===== src/rtl/core/midpoint_ellipse_walker_defines.svh =====
// Assertion macros shared by the ellipse walker RTL.
`ifndef MIDPOINT_ELLIPSE_WALKER_DEFINES_SVH
`define MIDPOINT_ELLIPSE_WALKER_DEFINES_SVH

// Same-cycle implication, clocked on clk and idle during reset.
`define MEW_ASSERT_NOW(label, ante, cons, msg) \
    label: assert property (@(posedge clk) disable iff (!rst_n) (ante) |-> (cons)) \
        else $error(msg);

// Next-cycle implication, clocked on clk and idle during reset.
`define MEW_ASSERT_NEXT(label, ante, cons, msg) \
    label: assert property (@(posedge clk) disable iff (!rst_n) (ante) |=> (cons)) \
        else $error(msg);

`endif


===== src/rtl/core/mew_pkg.sv =====
// Shared constants, width helpers and types for the ellipse walker.
package mew_pkg;

    localparam int COORD_BITS_DEF = 10;
    localparam int CFG_IDX_W      = 2;

    localparam logic [CFG_IDX_W-1:0] REG_CENTER_X = 2'd0;
    localparam logic [CFG_IDX_W-1:0] REG_CENTER_Y = 2'd1;
    localparam logic [CFG_IDX_W-1:0] REG_SEMI_A   = 2'd2;
    localparam logic [CFG_IDX_W-1:0] REG_SEMI_B   = 2'd3;

    localparam logic [1:0] PH_DONE    = 2'd0;
    localparam logic [1:0] PH_REGION1 = 2'd1;
    localparam logic [1:0] PH_REGION2 = 2'd2;

    typedef struct packed {
        logic point_valid;
        logic last_point;
    } step_flags_t;

    function automatic int axis_w(input int cb);
        return cb - 1;
    endfunction

    function automatic int sq_w(input int cb);
        return 2 * (cb - 1);
    endfunction

    function automatic int off_w(input int cb);
        return cb + 1;
    endfunction

    function automatic int slope_w(input int cb);
        return 3 * (cb - 1) + 4;
    endfunction

    function automatic int dec_w(input int cb);
        return 4 * (cb - 1) + 6;
    endfunction

    function automatic int out_w(input int cb);
        return cb + 2;
    endfunction

    // Multiplier port A carries semi-axes, squares and the running products b^2*(2x+1) and a^2*|y-1|
    function automatic int mul_a_w(input int cb);
        return 2 * (cb - 1) + cb + 2;
    endfunction

    // Multiplier port B carries semi-axes, 2x+1, |y-1| and b^2
    function automatic int mul_b_w(input int cb);
        return (2 * (cb - 1) > cb + 2) ? 2 * (cb - 1) : cb + 2;
    endfunction

endpackage


===== src/rtl/core/mew_mul.sv =====
// Shared multiplier with a registered product.
module mew_mul
    import mew_pkg::*;
#(
    parameter int COORD_BITS = COORD_BITS_DEF
)
(
    input  logic                                                 clk,
    input  logic [mul_a_w(COORD_BITS)-1:0]                       op_a,
    input  logic [mul_b_w(COORD_BITS)-1:0]                       op_b,
    output logic [mul_a_w(COORD_BITS)+mul_b_w(COORD_BITS)-1:0]   prod
);

    localparam int P_W = mul_a_w(COORD_BITS) + mul_b_w(COORD_BITS);

    logic [P_W-1:0] prod_reg;

    always_ff @(posedge clk)
    begin
        prod_reg <= P_W'(op_a) * P_W'(op_b);
    end

    assign prod = prod_reg;

endmodule


===== src/rtl/core/mew_step.sv =====
// One midpoint step: next walk state and the four mirrored coordinates.
module mew_step
    import mew_pkg::*;
#(
    parameter int COORD_BITS = COORD_BITS_DEF
)
(
    input  logic [1:0]                               phase,
    input  logic signed [off_w(COORD_BITS)-1:0]      off_x,
    input  logic signed [off_w(COORD_BITS)-1:0]      off_y,
    input  logic signed [slope_w(COORD_BITS)-1:0]    slope_dx,
    input  logic signed [slope_w(COORD_BITS)-1:0]    slope_dy,
    input  logic signed [dec_w(COORD_BITS)-1:0]      decision,
    input  logic [sq_w(COORD_BITS)-1:0]              a_sq,
    input  logic [sq_w(COORD_BITS)-1:0]              b_sq,
    input  logic [COORD_BITS-1:0]                    center_x,
    input  logic [COORD_BITS-1:0]                    center_y,
    output logic [1:0]                               phase_next,
    output logic signed [off_w(COORD_BITS)-1:0]      off_x_next,
    output logic signed [off_w(COORD_BITS)-1:0]      off_y_next,
    output logic signed [slope_w(COORD_BITS)-1:0]    slope_dx_next,
    output logic signed [slope_w(COORD_BITS)-1:0]    slope_dy_next,
    output logic signed [dec_w(COORD_BITS)-1:0]      decision_next,
    output step_flags_t                              flags,
    output logic signed [out_w(COORD_BITS)-1:0]      right_x,
    output logic signed [out_w(COORD_BITS)-1:0]      left_x,
    output logic signed [out_w(COORD_BITS)-1:0]      upper_y,
    output logic signed [out_w(COORD_BITS)-1:0]      lower_y
);

    localparam int OFF_W = off_w(COORD_BITS);
    localparam int SL_W  = slope_w(COORD_BITS);
    localparam int DEC_W = dec_w(COORD_BITS);
    localparam int OUT_W = out_w(COORD_BITS);

    logic signed [SL_W-1:0]  two_b2;
    logic signed [SL_W-1:0]  two_a2;
    logic signed [SL_W-1:0]  dx_inc;
    logic signed [SL_W-1:0]  dy_dec;
    logic signed [DEC_W-1:0] a2_d;
    logic signed [DEC_W-1:0] b2_d;
    logic signed [OFF_W-1:0] x_inc;
    logic signed [OFF_W-1:0] y_dec;
    logic signed [OUT_W-1:0] cx_s;
    logic signed [OUT_W-1:0] cy_s;
    logic signed [OUT_W-1:0] x_s;
    logic signed [OUT_W-1:0] y_s;
    logic                    live;
    logic                    more;

    assign two_b2 = $signed(SL_W'({b_sq, 1'b0}));
    assign two_a2 = $signed(SL_W'({a_sq, 1'b0}));
    assign dx_inc = slope_dx + two_b2;
    assign dy_dec = slope_dy - two_a2;
    assign a2_d   = $signed(DEC_W'(a_sq));
    assign b2_d   = $signed(DEC_W'(b_sq));
    assign x_inc  = off_x + OFF_W'(1);
    assign y_dec  = off_y - OFF_W'(1);

    assign cx_s = $signed({2'b00, center_x});
    assign cy_s = $signed({2'b00, center_y});
    assign x_s  = $signed({off_x[OFF_W-1], off_x});
    assign y_s  = $signed({off_y[OFF_W-1], off_y});

    always_comb
    begin
        phase_next    = PH_DONE;
        off_x_next    = off_x;
        off_y_next    = off_y;
        slope_dx_next = slope_dx;
        slope_dy_next = slope_dy;
        decision_next = decision;
        live          = 1'b0;
        more          = 1'b0;
        case (phase)
            PH_REGION1:
            begin
                live          = 1'b1;
                phase_next    = PH_REGION1;
                slope_dx_next = dx_inc;
                off_x_next    = x_inc;
                if (decision[DEC_W-1])
                begin
                    decision_next = decision + DEC_W'(dx_inc) + b2_d;
                end
                else
                begin
                    off_y_next    = y_dec;
                    slope_dy_next = dy_dec;
                    decision_next = decision + DEC_W'(dx_inc) - DEC_W'(dy_dec) + b2_d;
                end
                more = (dx_inc < slope_dy_next) || !off_y_next[OFF_W-1];
            end
            PH_REGION2:
            begin
                // walk ends once y has gone below the axis
                if (!off_y[OFF_W-1])
                begin
                    live          = 1'b1;
                    phase_next    = PH_REGION2;
                    slope_dy_next = dy_dec;
                    off_y_next    = y_dec;
                    if (decision > DEC_W'(0))
                    begin
                        decision_next = decision + a2_d - DEC_W'(dy_dec);
                    end
                    else
                    begin
                        off_x_next    = x_inc;
                        slope_dx_next = dx_inc;
                        decision_next = decision + DEC_W'(dx_inc) - DEC_W'(dy_dec) + a2_d;
                    end
                    more = !y_dec[OFF_W-1];
                end
            end
            default:
            begin
                phase_next = PH_DONE;
            end
        endcase
    end

    assign flags.point_valid = live;
    assign flags.last_point  = live && !more;

    assign right_x = live ? cx_s + x_s : '0;
    assign left_x  = live ? cx_s - x_s : '0;
    assign upper_y = live ? cy_s + y_s : '0;
    assign lower_y = live ? cy_s - y_s : '0;

endmodule


===== src/rtl/core/midpoint_ellipse_walker.sv =====
// Top level of the midpoint ellipse walker: sequencer, walk state and output register.
// Walks one quadrant of the midpoint ellipse from the top point (0, b) and returns each point
// mirrored into all four quadrants. Load centre and semi-axes through the write port, then
// send a restart transaction (result carries no point) followed by advance transactions, one
// point each; last_point marks the final point and further advances return point_valid=0.
// A plain advance steps straight from idle, so points stream at one per clock while the
// output is taken and no region switch is due. A restart holds the input through setup, a
// region one to two switch through its entry sequence; both are paced by the single shared
// multiplier, which forms the squares and starting decision one registered product per cycle.
module midpoint_ellipse_walker
    import mew_pkg::*;
#(
    parameter int COORD_BITS = COORD_BITS_DEF
)
(
    input  logic                                clk,
    input  logic                                rst_n,
    input  logic                                cfg_write_en,
    input  logic [CFG_IDX_W-1:0]                cfg_index,
    input  logic [COORD_BITS-1:0]               cfg_data,
    input  logic                                in_valid,
    output logic                                in_stall,
    input  logic                                restart,
    output logic                                out_valid,
    input  logic                                out_stall,
    output logic                                point_valid,
    output logic signed [out_w(COORD_BITS)-1:0] right_x,
    output logic signed [out_w(COORD_BITS)-1:0] left_x,
    output logic signed [out_w(COORD_BITS)-1:0] upper_y,
    output logic signed [out_w(COORD_BITS)-1:0] lower_y,
    output logic                                last_point
);

`include "midpoint_ellipse_walker_defines.svh"

    localparam int AX_W  = axis_w(COORD_BITS);
    localparam int SQ_W  = sq_w(COORD_BITS);
    localparam int OFF_W = off_w(COORD_BITS);
    localparam int SL_W  = slope_w(COORD_BITS);
    localparam int DEC_W = dec_w(COORD_BITS);
    localparam int NUM_W = dec_w(COORD_BITS) + 2;
    localparam int OUT_W = out_w(COORD_BITS);
    localparam int MA_W  = mul_a_w(COORD_BITS);
    localparam int MB_W  = mul_b_w(COORD_BITS);
    localparam int P_W   = mul_a_w(COORD_BITS) + mul_b_w(COORD_BITS);

    // setup sequence after a restart
    localparam logic [2:0] INI_A_SQ  = 3'd0;
    localparam logic [2:0] INI_B_SQ  = 3'd1;
    localparam logic [2:0] INI_A2B   = 3'd2;
    localparam logic [2:0] INI_SUM   = 3'd3;
    localparam logic [2:0] INI_LOAD  = 3'd4;
    // region two entry sequence
    localparam logic [2:0] SW_B2TX   = 3'd0;
    localparam logic [2:0] SW_PTX    = 3'd1;
    localparam logic [2:0] SW_A2TY   = 3'd2;
    localparam logic [2:0] SW_QTY    = 3'd3;
    localparam logic [2:0] SW_A2B2   = 3'd4;
    localparam logic [2:0] SW_SUB    = 3'd5;
    localparam logic [2:0] SW_LOAD   = 3'd6;

    typedef enum logic [1:0] {
        S_IDLE,
        S_INIT,
        S_SWITCH,
        S_POINT
    } state_t;

    // configuration
    logic [COORD_BITS-1:0] center_x_reg;
    logic [COORD_BITS-1:0] center_y_reg;
    logic [AX_W-1:0]       semi_a_reg;
    logic [AX_W-1:0]       semi_b_reg;

    // sequencer and walk state
    state_t                  state_reg,    state_next;
    logic [2:0]              cnt_reg,      cnt_next;
    logic [1:0]              phase_reg,    phase_next;
    logic signed [OFF_W-1:0] off_x_reg,    off_x_next;
    logic signed [OFF_W-1:0] off_y_reg,    off_y_next;
    logic signed [SL_W-1:0]  slope_dx_reg, slope_dx_next;
    logic signed [SL_W-1:0]  slope_dy_reg, slope_dy_next;
    logic signed [DEC_W-1:0] decision_reg, decision_next;
    logic signed [NUM_W-1:0] acc_reg,      acc_next;
    logic [SQ_W-1:0]         a_sq_reg,     a_sq_next;
    logic [SQ_W-1:0]         b_sq_reg,     b_sq_next;

    // output register
    logic                    out_valid_reg,   out_valid_next;
    logic                    point_valid_reg, point_valid_next;
    logic                    last_point_reg,  last_point_next;
    logic signed [OUT_W-1:0] right_x_reg,     right_x_next;
    logic signed [OUT_W-1:0] left_x_reg,      left_x_next;
    logic signed [OUT_W-1:0] upper_y_reg,     upper_y_next;
    logic signed [OUT_W-1:0] lower_y_reg,     lower_y_next;

    logic                    in_accept;
    logic                    out_free;
    logic                    take_step;
    logic                    load_blank;
    logic [MA_W-1:0]         op_a;
    logic [MB_W-1:0]         op_b;
    logic [P_W-1:0]          prod;
    logic [OFF_W:0]          tx;
    logic signed [OFF_W-1:0] ty;
    logic [OFF_W-1:0]        ty_mag;
    logic signed [NUM_W-1:0] acc_round;
    logic signed [DEC_W-1:0] quarter_val;

    logic [1:0]              step_phase;
    logic signed [OFF_W-1:0] step_x;
    logic signed [OFF_W-1:0] step_y;
    logic signed [SL_W-1:0]  step_dx;
    logic signed [SL_W-1:0]  step_dy;
    logic signed [DEC_W-1:0] step_dec;
    step_flags_t             step_flags;
    logic signed [OUT_W-1:0] step_right_x;
    logic signed [OUT_W-1:0] step_left_x;
    logic signed [OUT_W-1:0] step_upper_y;
    logic signed [OUT_W-1:0] step_lower_y;

    assign out_free  = !out_valid_reg || !out_stall;
    assign in_stall  = (state_reg != S_IDLE) || (out_valid_reg && out_stall);
    assign in_accept = in_valid && !in_stall;

    assign tx     = {off_x_reg, 1'b1};
    assign ty     = off_y_reg - OFF_W'(1);
    assign ty_mag = ty[OFF_W-1] ? -ty : ty;

    // add three before the shift so negative quarters truncate toward zero
    assign acc_round   = acc_reg + $signed(NUM_W'({acc_reg[NUM_W-1], acc_reg[NUM_W-1]}));
    assign quarter_val = $signed(acc_round[NUM_W-1:2]);

    always_ff @(posedge clk or negedge rst_n)
    begin
        if (!rst_n)
        begin
            center_x_reg <= '0;
            center_y_reg <= '0;
            semi_a_reg   <= '0;
            semi_b_reg   <= '0;
        end
        else if (cfg_write_en)
        begin
            case (cfg_index)
                REG_CENTER_X: center_x_reg <= cfg_data;
                REG_CENTER_Y: center_y_reg <= cfg_data;
                REG_SEMI_A:   semi_a_reg   <= cfg_data[AX_W-1:0];
                REG_SEMI_B:   semi_b_reg   <= cfg_data[AX_W-1:0];
                default:      ;
            endcase
        end
    end

    mew_mul #(
        .COORD_BITS (COORD_BITS)
    ) u_mul (
        .clk  (clk),
        .op_a (op_a),
        .op_b (op_b),
        .prod (prod)
    );

    mew_step #(
        .COORD_BITS (COORD_BITS)
    ) u_step (
        .phase         (phase_reg),
        .off_x         (off_x_reg),
        .off_y         (off_y_reg),
        .slope_dx      (slope_dx_reg),
        .slope_dy      (slope_dy_reg),
        .decision      (decision_reg),
        .a_sq          (a_sq_reg),
        .b_sq          (b_sq_reg),
        .center_x      (center_x_reg),
        .center_y      (center_y_reg),
        .phase_next    (step_phase),
        .off_x_next    (step_x),
        .off_y_next    (step_y),
        .slope_dx_next (step_dx),
        .slope_dy_next (step_dy),
        .decision_next (step_dec),
        .flags         (step_flags),
        .right_x       (step_right_x),
        .left_x        (step_left_x),
        .upper_y       (step_upper_y),
        .lower_y       (step_lower_y)
    );

    // operand selection for the shared multiplier
    always_comb
    begin
        op_a = '0;
        op_b = '0;
        case (state_reg)
            S_INIT:
            begin
                case (cnt_reg)
                    INI_A_SQ:
                    begin
                        op_a = MA_W'(semi_a_reg);
                        op_b = MB_W'(semi_a_reg);
                    end
                    INI_B_SQ:
                    begin
                        op_a = MA_W'(semi_b_reg);
                        op_b = MB_W'(semi_b_reg);
                    end
                    INI_A2B:
                    begin
                        op_a = MA_W'(a_sq_reg);
                        op_b = MB_W'(semi_b_reg);
                    end
                    default: ;
                endcase
            end
            S_SWITCH:
            begin
                case (cnt_reg)
                    SW_B2TX:
                    begin
                        op_a = MA_W'(b_sq_reg);
                        op_b = MB_W'(tx);
                    end
                    SW_PTX:
                    begin
                        op_a = MA_W'(prod);
                        op_b = MB_W'(tx);
                    end
                    SW_A2TY:
                    begin
                        op_a = MA_W'(a_sq_reg);
                        op_b = MB_W'(ty_mag);
                    end
                    SW_QTY:
                    begin
                        op_a = MA_W'(prod);
                        op_b = MB_W'(ty_mag);
                    end
                    SW_A2B2:
                    begin
                        op_a = MA_W'(a_sq_reg);
                        op_b = MB_W'(b_sq_reg);
                    end
                    default: ;
                endcase
            end
            default: ;
        endcase
    end

    always_comb
    begin
        state_next       = state_reg;
        cnt_next         = cnt_reg;
        phase_next       = phase_reg;
        off_x_next       = off_x_reg;
        off_y_next       = off_y_reg;
        slope_dx_next    = slope_dx_reg;
        slope_dy_next    = slope_dy_reg;
        decision_next    = decision_reg;
        acc_next         = acc_reg;
        a_sq_next        = a_sq_reg;
        b_sq_next        = b_sq_reg;
        out_valid_next   = out_valid_reg && out_stall;
        point_valid_next = point_valid_reg;
        last_point_next  = last_point_reg;
        right_x_next     = right_x_reg;
        left_x_next      = left_x_reg;
        upper_y_next     = upper_y_reg;
        lower_y_next     = lower_y_reg;
        take_step        = 1'b0;
        load_blank       = 1'b0;

        case (state_reg)
            S_IDLE:
            begin
                if (in_accept)
                begin
                    if (restart)
                    begin
                        state_next = S_INIT;
                        cnt_next   = INI_A_SQ;
                    end
                    else if (phase_reg == PH_REGION1 && !(slope_dx_reg < slope_dy_reg))
                    begin
                        state_next = S_SWITCH;
                        cnt_next   = SW_B2TX;
                    end
                    else
                    begin
                        take_step = 1'b1;
                    end
                end
            end
            S_INIT:
            begin
                cnt_next = cnt_reg + 3'd1;
                case (cnt_reg)
                    INI_B_SQ:
                    begin
                        a_sq_next = SQ_W'(prod);
                    end
                    INI_A2B:
                    begin
                        b_sq_next = SQ_W'(prod);
                    end
                    INI_SUM:
                    begin
                        // numerator 4b^2 - 4a^2*b + a^2
                        acc_next = $signed(NUM_W'({b_sq_reg, 2'b00}))
                                 - $signed(NUM_W'({prod, 2'b00}))
                                 + $signed(NUM_W'(a_sq_reg));
                        slope_dy_next = $signed(SL_W'({prod, 1'b0}));
                        slope_dx_next = '0;
                        off_x_next    = '0;
                        off_y_next    = $signed(OFF_W'(semi_b_reg));
                    end
                    INI_LOAD:
                    begin
                        cnt_next = cnt_reg;
                        if (out_free)
                        begin
                            decision_next = quarter_val;
                            phase_next    = PH_REGION1;
                            load_blank    = 1'b1;
                            state_next    = S_IDLE;
                        end
                    end
                    default: ;
                endcase
            end
            S_SWITCH:
            begin
                cnt_next = cnt_reg + 3'd1;
                case (cnt_reg)
                    SW_A2TY:
                    begin
                        acc_next = $signed(NUM_W'(prod));
                    end
                    SW_A2B2:
                    begin
                        acc_next = acc_reg + $signed(NUM_W'({prod, 2'b00}));
                    end
                    SW_SUB:
                    begin
                        acc_next = acc_reg - $signed(NUM_W'({prod, 2'b00}));
                    end
                    SW_LOAD:
                    begin
                        decision_next = quarter_val;
                        phase_next    = PH_REGION2;
                        state_next    = S_POINT;
                    end
                    default: ;
                endcase
            end
            S_POINT:
            begin
                if (out_free)
                begin
                    take_step  = 1'b1;
                    state_next = S_IDLE;
                end
            end
            default:
            begin
                state_next = S_IDLE;
            end
        endcase

        if (take_step)
        begin
            phase_next       = step_phase;
            off_x_next       = step_x;
            off_y_next       = step_y;
            slope_dx_next    = step_dx;
            slope_dy_next    = step_dy;
            decision_next    = step_dec;
            out_valid_next   = 1'b1;
            point_valid_next = step_flags.point_valid;
            last_point_next  = step_flags.last_point;
            right_x_next     = step_right_x;
            left_x_next      = step_left_x;
            upper_y_next     = step_upper_y;
            lower_y_next     = step_lower_y;
        end

        if (load_blank)
        begin
            out_valid_next   = 1'b1;
            point_valid_next = 1'b0;
            last_point_next  = 1'b0;
            right_x_next     = '0;
            left_x_next      = '0;
            upper_y_next     = '0;
            lower_y_next     = '0;
        end
    end

    always_ff @(posedge clk or negedge rst_n)
    begin
        if (!rst_n)
        begin
            state_reg       <= S_IDLE;
            cnt_reg         <= '0;
            phase_reg       <= PH_DONE;
            off_x_reg       <= '0;
            off_y_reg       <= '0;
            slope_dx_reg    <= '0;
            slope_dy_reg    <= '0;
            decision_reg    <= '0;
            acc_reg         <= '0;
            a_sq_reg        <= '0;
            b_sq_reg        <= '0;
            out_valid_reg   <= 1'b0;
            point_valid_reg <= 1'b0;
            last_point_reg  <= 1'b0;
            right_x_reg     <= '0;
            left_x_reg      <= '0;
            upper_y_reg     <= '0;
            lower_y_reg     <= '0;
        end
        else
        begin
            state_reg       <= state_next;
            cnt_reg         <= cnt_next;
            phase_reg       <= phase_next;
            off_x_reg       <= off_x_next;
            off_y_reg       <= off_y_next;
            slope_dx_reg    <= slope_dx_next;
            slope_dy_reg    <= slope_dy_next;
            decision_reg    <= decision_next;
            acc_reg         <= acc_next;
            a_sq_reg        <= a_sq_next;
            b_sq_reg        <= b_sq_next;
            out_valid_reg   <= out_valid_next;
            point_valid_reg <= point_valid_next;
            last_point_reg  <= last_point_next;
            right_x_reg     <= right_x_next;
            left_x_reg      <= left_x_next;
            upper_y_reg     <= upper_y_next;
            lower_y_reg     <= lower_y_next;
        end
    end

    assign out_valid   = out_valid_reg;
    assign point_valid = point_valid_reg;
    assign last_point  = last_point_reg;
    assign right_x     = right_x_reg;
    assign left_x      = left_x_reg;
    assign upper_y     = upper_y_reg;
    assign lower_y     = lower_y_reg;

    `MEW_ASSERT_NEXT(a_restart_setup, in_accept && restart, state_reg == S_INIT, "restart transaction did not enter setup")
    `MEW_ASSERT_NOW(a_last_has_point, out_valid_reg && last_point_reg, point_valid_reg, "last point flagged on a result without a point")
    `MEW_ASSERT_NOW(a_walk_alive, out_valid_reg && point_valid_reg && !last_point_reg, phase_reg != PH_DONE, "walk finished although more points were promised")
    `MEW_ASSERT_NEXT(a_single_cycle_step, in_accept && !restart && phase_reg == PH_REGION1 && slope_dx_reg < slope_dy_reg, out_valid_reg && point_valid_reg, "region one advance did not deliver a point in one cycle")

endmodule

===== config.mk =====
export PLATFORM = sky130hd
export DESIGN_NAME = midpoint_ellipse_walker
export DESIGN_NICKNAME = d
export VERILOG_FILES = /design/src/rtl/core/mew_pkg.sv /design/src/rtl/core/mew_mul.sv /design/src/rtl/core/mew_step.sv /design/src/rtl/core/midpoint_ellipse_walker.sv
export VERILOG_INCLUDE_DIRS = /design/src /design/src/rtl/core
export SDC_FILE = /design/constraint.sdc
export NUM_CORES = 2
export LEC_CHECK = 0
export ABC_AREA = 1
export BUFFER_PORTS_ARGS = -buffer_cell sky130_fd_sc_hd__buf_2
export CAP_MARGIN = 20
export CORE_AREA = 2 2 328 330
export CTS_CLUSTER_SIZE = 40
export DETAILED_ROUTE_END_ITERATION = 12
export DIE_AREA = 0 0 330 332
export PLACE_DENSITY = 0.73
export RECOVER_POWER = 25
export SETUP_SLACK_MARGIN = 0.02
export SYNTH_ARGS = -nofsm -noshare
export SYNTH_HDL_FRONTEND = slang
export SYNTH_SLANG_ARGS = --single-unit

===== constraint.sdc =====
create_clock -name clk -period 10.6 [get_ports clk]
set_input_delay 2.12 -clock clk [delete_from_list [all_inputs] [get_ports clk]]
set_output_delay 2.12 -clock clk [all_outputs]
set_load 0.05 [all_outputs]

After elaboration in Yosys (flattened, before gate mapping)
Index checks and enable logic that the tools add are counted.
W data, S select, Z words.
- register bits: 346
- bits in latches: 0
- memory bits (writable): 0
- bits in read-only memories: 0
- input port bits: 18
- word-level logic and storage cells: 215
- memories: 0
- add/sub/neg operators: 22
- multipliers: 1
- div/mod/pow operators: 0
- $lt $le $gt $ge: 3
- eq/ne operators: 28
- shift-type cells: 0
- muxes and demuxes: 93
- bitwise operators: 0
- reductions and logical operators: 44
- operator list (cell ; number):
    $mux W31 ; 11
    $mux W42 ; 7
    $add A42 B19 Y42 ; 4
    $pmux W42 S2 ; 2
    $mux W12 ; 12
    $mux W11 ; 12
    $pmux W44 S3 ; 1
    $pmux W31 S2 ; 2
    $pmux W18 S3 ; 2
    $pmux W30 S3 ; 1
    $pmux W44 S2 ; 1
    $sub A42 B31 Y42 ; 2
    $lt A31 B31 Y1 ; 2
    $pmux W30 S2 ; 1
    $add A44 B19 Y44 ; 1
    $add A44 B3 Y44 ; 1
    $add A44 B44 Y44 ; 1
    $mul A30 B18 Y44 ; 1
    $mux W44 ; 1
    $pmux W11 S2 ; 2
    $sub A21 B44 Y44 ; 1
    $sub A44 B44 Y44 ; 1
    $add A42 B31 Y42 ; 1
    $gt A42 B1 Y1 const B ; 1
    other kinds (41) ; 120

Logic depth before layout (Yosys ltp)
- depth in word-level cells: 10
- mapped depth: 49
- depth with buffers taken out: 49

Hierarchy
Synthesis repeated with hierarchy kept, for this count alone.
- cell total of the unflattened synthesis: 10187
- area, all modules: 64614.5 µm²
- by module, submodules not included (module ; instances ; cells an instance ; area an instance (µm²)):
    midpoint_ellipse_walker ; 1 ; 3335 ; 22698.0
    mew_step ; 1 ; 4210 ; 22466.5
    mew_mul ; 1 ; 2642 ; 19449.9

Worst setup path before layout
OpenSTA, ideal clock, no wires.
- path type: reg-to-reg
- from: reg off_y_reg[1]
- to: reg u_mul.prod_reg[38], in the netlist u_mul.prod[38]
- setup time: 0.127 ns
- arrival: 8.061 ns
- path slack: 2.413 ns
- stages on the path, launching flop included: 39
- buffers on the path: 1
- clock period less this slack: 8.187 ns
- cell sequence: dfrtp_1 -> inv_1 -> ha_1 -> nand2_1 -> nor2_1 -> nand3_1 -> nor3_1 -> nand3_1 -> ha_1 -> inv_1 -> or2_2 -> o21ai_0 -> o221ai_1 -> a22o_1 -> nand2_1 -> clkbuf_1 -> nor2_1 -> fa_1 -> [3 not listed] -> inv_1 -> fa_1 -> fa_1 -> inv_1 -> fa_1 -> inv_1 -> ha_1 -> a21oi_1 -> inv_1 -> a31oi_1 -> nor2_1 -> nor2_1 -> o211ai_1 -> a21oi_1 -> o21ai_0 -> a31oi_1 -> o21ai_0 -> xor2_1
- cells in the longest elaborated chain, start to end: 6
- ends and longest elaborated chain (element ; RTL line ; RTL):
    from (decl) ; midpoint_ellipse_walker.sv:80 ; logic signed [OFF_W-1:0] off_y_reg, off_y_next;
    from (signal assigned) ; midpoint_ellipse_walker.sv:430 ; off_y_reg <= off_y_next;
    $sub A11 B2 Y11 (*) ; midpoint_ellipse_walker.sv:127 ; assign ty = off_y_reg - OFF_W'(1);
    $neg A11 Y11 ; midpoint_ellipse_walker.sv:128 ; assign ty_mag = ty[OFF_W-1] ? -ty : ty;
    $mux W11 (*) ; midpoint_ellipse_walker.sv:128 ;
    $pmux W18 S3 (*) ; midpoint_ellipse_walker.sv:219 ; case (cnt_reg)
    $pmux W18 S2 (*) ; midpoint_ellipse_walker.sv:195 ; case (state_reg)
    $mul A30 B18 Y44 (*) ; mew_mul.sv:20 ; prod_reg <= P_W'(op_a) * P_W'(op_b);
    to (signal assigned) ; mew_mul.sv:20 ;
    to (decl) ; mew_mul.sv:16 ; logic [P_W-1:0] prod_reg;
Mark *: on every way between the ends. The rest lies on a longest branch, timed or not.
A chain may end at the register's enable or synchronous reset.

Final worst setup path
- from: reg off_y_reg[1]
- to: reg u_mul.prod_reg[43], in the netlist u_mul.prod[43]
The elaborated chain is that of the path after synthesis.

==> results.yml <==
status:
  run_status: "finished, violations left"
  violations_in_the_final_reports: "capacitance limit, slew limit"
clocking:
  clock-sinks: 342
  cts_buffers: 46
  clock_path_buffers: 3
  cts.repair.resized: 0
  cts-hold-fix-buffers: 0
  clkLatencyLatePin_ps: 690
  cts_tree: "done"
  number_of_levels_in_the_clock_h_tree: 2
  worst_setup_hold_path_clk_slew_ps: 60
  cts.repair_timing.setup_buffer_count: 0
  root_cell_of_the_clock_tree: "sky130_fd_sc_hd__clkbuf_16"
finish:
  most-common-layout-cells: "sky130_fd_sc_hd__nand2_1 (2,150), sky130_fd_sc_hd__inv_1 (1,620), sky130_fd_sc_hd__nor2_1 (754)"
  nFillCells: 10400
  layout.cells.most_common: "sky130_fd_sc_hd__nand2_1"
  layout_area_overhead_pct: 6.99
  final_core_utilization_pct: 58.3
  sequential_cell_area_um2: 8340
  drive_above_1_share_pct: 4.43
  layoutNonFillerInstCount: 10200
  multi_input_comb_area_um2: 42800
  final_nets: 9785
  fin_area_um2: 61900
setup_path:
  worstReg2RegEnd: "u_mul.prod[43]$_DFF_P_"
  worstRegToRegCells: 39
  critical_path.max_fanout: 17
  critical_path.reg2reg.startpoint: "off_y_reg[1]$_DFFE_PN0P_"
  timing.critical_path.required_ps: 11140
  crit_path_end_kind: "register"
  cp-endpoint: "u_mul.prod[43]$_DFF_P_"
  timing.critical_path.arrival_ps: 10250
  criticalPathCategory: "register to register"
  critical-path-slowest-cell: "sky130_fd_sc_hd__nand2_1"
  critPathLaunchType: "register"
  reg2reg_slack_ps: 890
  critical_path.startpoint: "off_y_reg[1]$_DFFE_PN0P_"
  critical_path.max_stage_delay_ps: 570
timing:
  report.final.hold_viol_count: 0
  tightest_slew_ps: 5390
  final_max_slew_viol_count: 140
  slew-limit-headroom_pct: -260
  post-route-min-period_ps: 9710
  rsz0062_at_grt: "no"
  setup_viol_count_final: 0
  achievable-frequency_mhz: 103
  post-route-period-util_pct: 91.6
  worst_clock_skew_ps: 49.9
  final.setup.tns_ps: 0
die:
  floorplan.io_pins: 70
  die_w_um: 330
  placeableCoreArea_um2: 106000
  die_y_um: 332
  starting_utilization_of_the_core_area_pct: 54.4
  fp.dieArea_um2: 110000
  core.rowCount: 120
synthesis:
  synthDistinctLibCells: 69
  synthFlopType: "sky130_fd_sc_hd__dfrtp_1"
  async_set_or_reset_flop_fraction_in_the_synthesized_netlist_pct: 87.1
  synthesis.area_per_instance_um2: 6.66
  syn-cell-area_um2: 57900
  synth.yosys.warnings: 0
  yosys_register_bits: 342
  syn_inst: 8690
  synth_edf_count: 0
  synth-seq-area-share_pct: 14.4
place:
  detailed_place.area_um2: 60300
  port-buffer-count: 69
  gpl.final_weighted_congestion: 1.07
  dp_cells: 10100
  detailed_place_hpwl_um: 198000
drt:
  drt_wl_total_um: 240000
  ant_nets: 0
  initial_detailed_routing_violation_count: 7276
  route.vias.total: 61000
  wl_per_cell_um: 23.4
  firstDrtPassIters: 7
  viasPerCell: 5.96
  drc: 0
global_route:
  grt_antenna_before_repair: 19
  grt_remaining_overflow: 0
  grt.total_usage_pct: 43.3
  via_count_of_the_first_global_routing_pass: 58300
  grt_first_pass_wirelength_um: 357000
  grt_max_degree: 126
worst_hold_path:
  hp-class: "register to register"
  worstHoldStart: "point_valid$_DFFE_PN0P_"
flow_run:
  timing.max_cap.violations: 2
==> synth_stat cells, drive strengths merged (12+ instances only) <==
| cell type | count | area [um^2] |
|---|---|---|
| a31oi | 58 | 363 |
| nor4 | 35 | 238 |
| a22oi | 18 | 135 |
| a211oi | 12 | 90.1 |
| buf | 75 | 393 |
| xor2 | 216 | 1890 |
| nand4 | 81 | 513 |
| nand3 | 398 | 2040 |
| nor3 | 136 | 726 |
| a21oi | 526 | 2640 |
| clkbuf | 120 | 453 |
| o211ai | 81 | 608 |
| fa | 487 | 9750 |
| o21a | 20 | 150 |
| o22ai | 25 | 156 |
| o221ai | 20 | 175 |
| xnor2 | 78 | 683 |
| dfxtp | 44 | 881 |
| nand3b | 17 | 131 |
| nor2 | 784 | 3060 |
| and2 | 18 | 113 |
| a21boi | 17 | 128 |
| dfrtp | 298 | 7460 |
| o21bai | 30 | 225 |
| a21o | 31 | 233 |
| clkinv | 15 | 56.3 |
| o21ai | 644 | 3230 |
| o31ai | 15 | 113 |
| nand2 | 2173 | 8230 |
| inv | 1635 | 6140 |
| or2 | 28 | 175 |
| ha | 498 | 6230 |
==> final cells by class <==
type                       count  area share (%)
inverter                    1650            10.0
antenna                        8          0.0323
clock buffer                  57            2.01
multi-input combinational   6566            69.2
timing repair buffer         176            1.87
tap                         1403            2.83
sequential                   342            13.5
clock inverter                29           0.634
==> kinds of logic after synthesis <==
family | synth area share, %
buf+inv | 12.2
fa+ha+maj | 27.6
compound gates | 14.9
flops | 14.4
simple gates | 26.5
xor+xnor | 4.45
other cells | 0.0130
==> critical path: cells and delay by family, from the launching register on <==
family / cells / cell delay, ps
buffers and inverters: 5 / 830
DFF: 1 / 430
adders and majority gates: 9 / 3610
and+or+nand+nor: 12 / 2130
AOI/OAI and AO/OA: 13 / 2570
==> metal layers <==
metal | wire, um | GRT usage, % | vias to the layer above
li1 | - | - | 27800
met1 | 94600 | 57.3 | 29100
met2 | 101000 | 64.4 | 3372
met3 | 27800 | 10.8 | 767
met4 | 16400 | 24.6 | 16
met5 | 230 | 0 | -
==> per-stage QoR <==
stage | setup slack [ps] | hold WS [ps]
final | 891 | 468
after detailed placement | 1120 | 459
after CTS | 1040 | 475
after global routing | 243 | 508
after global placement | 1340 | 449
after floorplan | 2410 | 453
==> worst min-delay path by stage <==
stage	endpoint	slack [ps]	depth (start not counted)
6_report	point_valid$_DFFE_PN0P_	470	2
5_1_grt	lower_y[9]$_DFFE_PN0P_	510	2
3_5_place_dp	lower_y[1]$_DFFE_PN0P_	460	2
3_3_place_gp	lower_y[1]$_DFFE_PN0P_	450	2
2_1_floorplan	acc_reg[0]$_DFFE_PN0P_	450	2
4_1_cts	lower_y[1]$_DFFE_PN0P_	470	2
Power is left out: the tool's default activity adds up to more than one toggle a clock period on the data nets, which glitch-free logic cannot reach.
